[src/sv/pfs_pkg.sv]
// shared types and constants for the streaming prefix function block
`timescale 1ns / 1ps

package pfs_pkg;

    localparam int DEFAULT_MAX_LEN = 4096;
    localparam int SYMBOL_W        = 8;
    localparam int BORDER_W        = 12;
    localparam int IN_TDATA_W      = 8;
    localparam int OUT_TDATA_W     = 16;

    typedef enum logic [1:0] {
        ST_IDLE,
        ST_WAIT_B,
        ST_CMP,
        ST_FINISH
    } pfs_state_t;

    // commands from controller to datapath
    typedef struct packed {
        logic accept;
        logic b_rd_pos;
        logic b_rd_len;
        logic len_from_b;
        logic len_inc;
        logic wr_en;
        logic load_out;
    } pfs_cmd_t;

    // status from datapath to controller
    typedef struct packed {
        logic in_first;
        logic in_full;
        logic match;
        logic len_zero;
        logic ovf;
    } pfs_status_t;

endpackage

[src/sv/pfs_ctrl.sv]
// controller state machine for the prefix function block
`timescale 1ns / 1ps

module pfs_ctrl (
    input  logic                 clk,
    input  logic                 rst_n,
    input  logic                 s_tvalid,
    output logic                 s_tready,
    output logic                 m_tvalid,
    input  logic                 m_tready,
    input  pfs_pkg::pfs_status_t status,
    output pfs_pkg::pfs_cmd_t    cmd
);

    pfs_pkg::pfs_state_t state_reg;
    pfs_pkg::pfs_state_t state_next;
    logic                out_valid_reg;
    logic                out_valid_next;
    logic                accept;
    logic                out_free;

    assign accept   = s_tvalid && (state_reg == pfs_pkg::ST_IDLE);
    assign out_free = !out_valid_reg || m_tready;

    always_ff @(posedge clk or negedge rst_n)
    begin
        if (!rst_n)
        begin
            state_reg     <= pfs_pkg::ST_IDLE;
            out_valid_reg <= 1'b0;
        end
        else
        begin
            state_reg     <= state_next;
            out_valid_reg <= out_valid_next;
        end
    end

    always_comb
    begin
        state_next = state_reg;
        case (state_reg)
            pfs_pkg::ST_IDLE:
            begin
                if (accept)
                begin
                    if (status.in_full || status.in_first)
                    begin
                        state_next = pfs_pkg::ST_FINISH;
                    end
                    else
                    begin
                        state_next = pfs_pkg::ST_WAIT_B;
                    end
                end
            end
            pfs_pkg::ST_WAIT_B:
            begin
                state_next = pfs_pkg::ST_CMP;
            end
            pfs_pkg::ST_CMP:
            begin
                if (!status.match && !status.len_zero)
                begin
                    state_next = pfs_pkg::ST_WAIT_B;
                end
                else
                begin
                    state_next = pfs_pkg::ST_FINISH;
                end
            end
            pfs_pkg::ST_FINISH:
            begin
                if (out_free)
                begin
                    state_next = pfs_pkg::ST_IDLE;
                end
            end
            default:
            begin
                state_next = pfs_pkg::ST_IDLE;
            end
        endcase
    end

    always_comb
    begin
        cmd            = '0;
        cmd.accept     = accept;
        out_valid_next = out_valid_reg && !m_tready;
        case (state_reg)
            pfs_pkg::ST_IDLE:
            begin
                cmd.b_rd_pos = accept && !status.in_first && !status.in_full;
            end
            pfs_pkg::ST_WAIT_B:
            begin
                cmd.len_from_b = 1'b1;
            end
            pfs_pkg::ST_CMP:
            begin
                cmd.len_inc  = status.match;
                cmd.b_rd_len = !status.match && !status.len_zero;
            end
            pfs_pkg::ST_FINISH:
            begin
                if (out_free)
                begin
                    cmd.load_out   = 1'b1;
                    cmd.wr_en      = !status.ovf;
                    out_valid_next = 1'b1;
                end
            end
            default:
            begin
                cmd = '0;
            end
        endcase
    end

    assign s_tready = (state_reg == pfs_pkg::ST_IDLE);
    assign m_tvalid = out_valid_reg;

endmodule

[config.mk]
export PLATFORM = sky130hd
export DESIGN_NAME = pfs_ctrl
export DESIGN_NICKNAME = d
export VERILOG_FILES = /design/src/sv/pfs_pkg.sv /design/src/sv/pfs_ctrl.sv
export SDC_FILE = /design/constraint.sdc
export NUM_CORES = 1
export LEC_CHECK = 0
export BUFFER_PORTS_ARGS = -buffer_cell sky130_fd_sc_hd__buf_4
export CAP_MARGIN = 40
export CORE_AREA = 3 3 40 42
export DETAILED_ROUTE_END_ITERATION = 10
export DIE_AREA = 0 0 43 45
export GPL_ROUTABILITY_DRIVEN = 0
export GPL_TIMING_DRIVEN = 1
export HOLD_SLACK_MARGIN = 0.12
export PLACE_DENSITY = 0.45
export SETUP_SLACK_MARGIN = 0.4
export SLEW_MARGIN = 20
export SYNTH_ARGS = -nofsm -noshare
export SYNTH_HDL_FRONTEND = slang
export SYNTH_SLANG_ARGS = --single-unit
[constraint.sdc]
create_clock -name clk -period 1.2 [get_ports clk]
set_clock_uncertainty 0.1 [all_clocks]
set_input_delay 0.12 -clock clk [delete_from_list [all_inputs] [get_ports clk]]
set_output_delay 0.12 -clock clk [all_outputs]
set_load 0.05 [all_outputs]
==> metrics <==
FP Rows=13; number of cells traversed by the worst hold path=3; CTS tree=yes; Die Span Y=45 um; half-perimeter wire length after detailed placement=roughly 520 um; fraction of the core area covered by cells at the end of the flow=between 40% and 50%; Max stage delay cell, worst path=dfrtp_2; clock latency of the later-clocked register in the worst-skew pair=0.23 ns; slew margin rel.=approximately 80%; startpoint of the worst register-to-register path=state_reg[0]; clock-pin slew reported for the worst setup and hold paths after clock tree synthesis=roughly 0.04 ns; endpoint type of the worst setup path=output port; average wire length per cell after detail routing=roughly 12 um; number of failing hold endpoints at the final stage=0; highest clock rate=0.722 GHz; proportion of synthesized chip area in sequential cells=35.5%; Congestion Overflow GR=0; power density of the placed cells=a little under 3000 mW/mm^2; vias in the first global route=between 200 and 300; leakage power=about 0.24 nW; port buffer count=17; Unique masters post-synth=15; number of antenna violations at the first check in global routing=0; number of cells produced by synthesis=22; Max-Cap Viols=0; number of vias per cell=roughly 4.2; post-synth top area cell=dfrtp_1; number of vias in the routed layout=260; number of placed I/O pins=18; Synth area leaders=dfrtp_1 (36%), nor4b_4 (11%), a221oi_2 (7.1%), and2_1 (5.9%), nor2b_1 (5.9%); worst IR drop on VDD=1.14 mV; first-pass GRT wire length=between 1000 and 1500 um; status=finished with violations; asr flop ratio synth=between 90% and 100%; Crit Path Max Fanout=7; routed wire length=approximately 740 um; count of state elements after synthesis=3; Placed Instance Area=slightly above 400 um^2; final-report max-slew violation count=0; worst slack on hold paths=0.0813 ns; total clock buffers created by CTS=3; synthesized cell area=211 um^2; arrival time at the worst endpoint=1.16 ns; worst setup slack after placement=about 0.0017 ns; type of the setup path with the least slack=flip-flop to output port; gr usage total=under 10%; most common flop cell mapped by yosys=dfrtp_1; H-Tree Level Count=1; post-route minimum period=1.38 ns; Max stage delay on crit path=around 0.46 ns; Layout Area Growth over Synthesis=147%; Clock Path Buffers=2; setup slack of the worst register-to-register path=0 ns; Yosys Warn Count=0; maximum number of pins on one net before global-route repair=9; Final Instance Count excl. Fillers=62; RSZ-0062 raised after global routing=yes; count of routing violations after the opening detailed-route iteration=0; number of nets in the layout=57; DRC errors left=0; crit start category=flip-flop; fraction of layout instances using a drive strength above 1=~83%; hold buffers post-CTS=1; length in cells of the worst reg-to-reg path=4; Worst Max-Slew Pin Slew=0.262 ns; Yosys top cell area share=between 30% and 40%; crit path cell chain=nor4b_4 > buf_6; Antenna Diode Count=0; post-layout instance area=between 500 and 600 um^2; hold path startpoint=s_tvalid; ratio of final minimum period to clock period=115%; worst min-delay path category=input port to flip-flop; data required time of the worst path=0.98 ns; Inst Count DP=between 50 and 60; Post-DRT Antenna Nets=0; mean instance size in the synthesized netlist=between 9 and 10 um^2; PnR worst setup slack=-0.185 ns; Num Clock Sinks=3; number of synthesized flops with an enable pin=0; full die area=about 0.0019 mm^2; core outline area=approximately 0.0013 mm^2; hold endpoint=state_reg[0]; number of flip-flops in the largest register=2; First-pass DRT Iterations=1; Commonest cells post-synth=dfrtp_1 (3), nor2_1 (3), and2_1 (2), nand2_1 (2), nor2b_1 (2); final setup violation count=8; total negative setup slack=-1.07 ns; clock root buffer master=clkbuf_4; Final Total Pwr=1.51 mW; overall die width=43 um; violated checks=setup timing; destination of the worst register-to-register timing path=state_reg[1]; syn_nets=31; Initial Utilization=16.5%
[power by group]
part | internal [mW] | switching (mW)
clock network | 0.124 | 0.0503
registers | 0.165 | 0.114
logic | 0.472 | 0.580
total | 0.761 | 0.745
[worst max-delay path: cells and delay by family (launching register included)]
family	cells	cell delay, ns
simple gates	1	0.27
buf+inv	1	0.20
flops	1	0.46
[what timing repair did]
item                                    in CTS  in global routing
pin swaps                                    4                  1
endpoints found under the setup margin      12                 12
buffers inserted                             1                  1
endpoints found under the hold margin        4                  3
gates resized for setup                     11                  5
[cells in the final DEF (no fill, tap or decap), drive strengths merged]
master and count:
and3 1, o2bb2ai 1, and2 2, buf 21, dlygate4sd3 1, nor2 4, and3b 1, nor2b 2
clkbuf 4, dfrtp 3, nand2 2, o21ai 1, nor3 1, a221oi 1, nor4b 1, nand2b 1
[cells by family (layout without fill, tap and decap cells)]
kind of cell	Yosys count	after routing	synth area share [%]
compound gates	3	3	13.6
buf+inv	1	26	3.55
flops	3	3	35.5
simple gates	15	15	47.3
[how the worst max path moves through the flow]
stage	start	end	slack, ns	cells past startpoint
after global routing	state_reg[0]	cmd[4]	-0.23	2
after global placement	state_reg[0]	cmd[1]	0.006	3
final	state_reg[0]	cmd[4]	-0.18	2
after floorplan	state_reg[0]	state_reg[1]	-0.21	2
after CTS	state_reg[0]	cmd[4]	-0.19	2
after detailed placement	state_reg[0]	cmd[1]	0.002	3
[cell type report]
| type | instances | area [um^2] |
|---|---|---|
| Clock buffer | 4 | 26.3 |
| Fill cell | 127 | 763 |
| Multi-Input combinational cell | 18 | 181 |
| Sequential cell | 3 | 78.8 |
| Tap cell | 15 | 18.8 |
| Timing Repair Buffer | 22 | 216 |
[per-layer routing]
| metal | track usage, % | up-vias | wire [um] |
|---|---|---|---|
| met1 | 7.75 | 118 | 244 |
| met3 | 2.79 | 4 | 45 |
| met5 | 0 | - | 0 |
| li1 | - | 126 | - |
| met2 | 15.0 | 12 | 410 |
| met4 | 10.8 | 0 | 38 |
No activity file was read; power rests on OpenSTA's default activity.
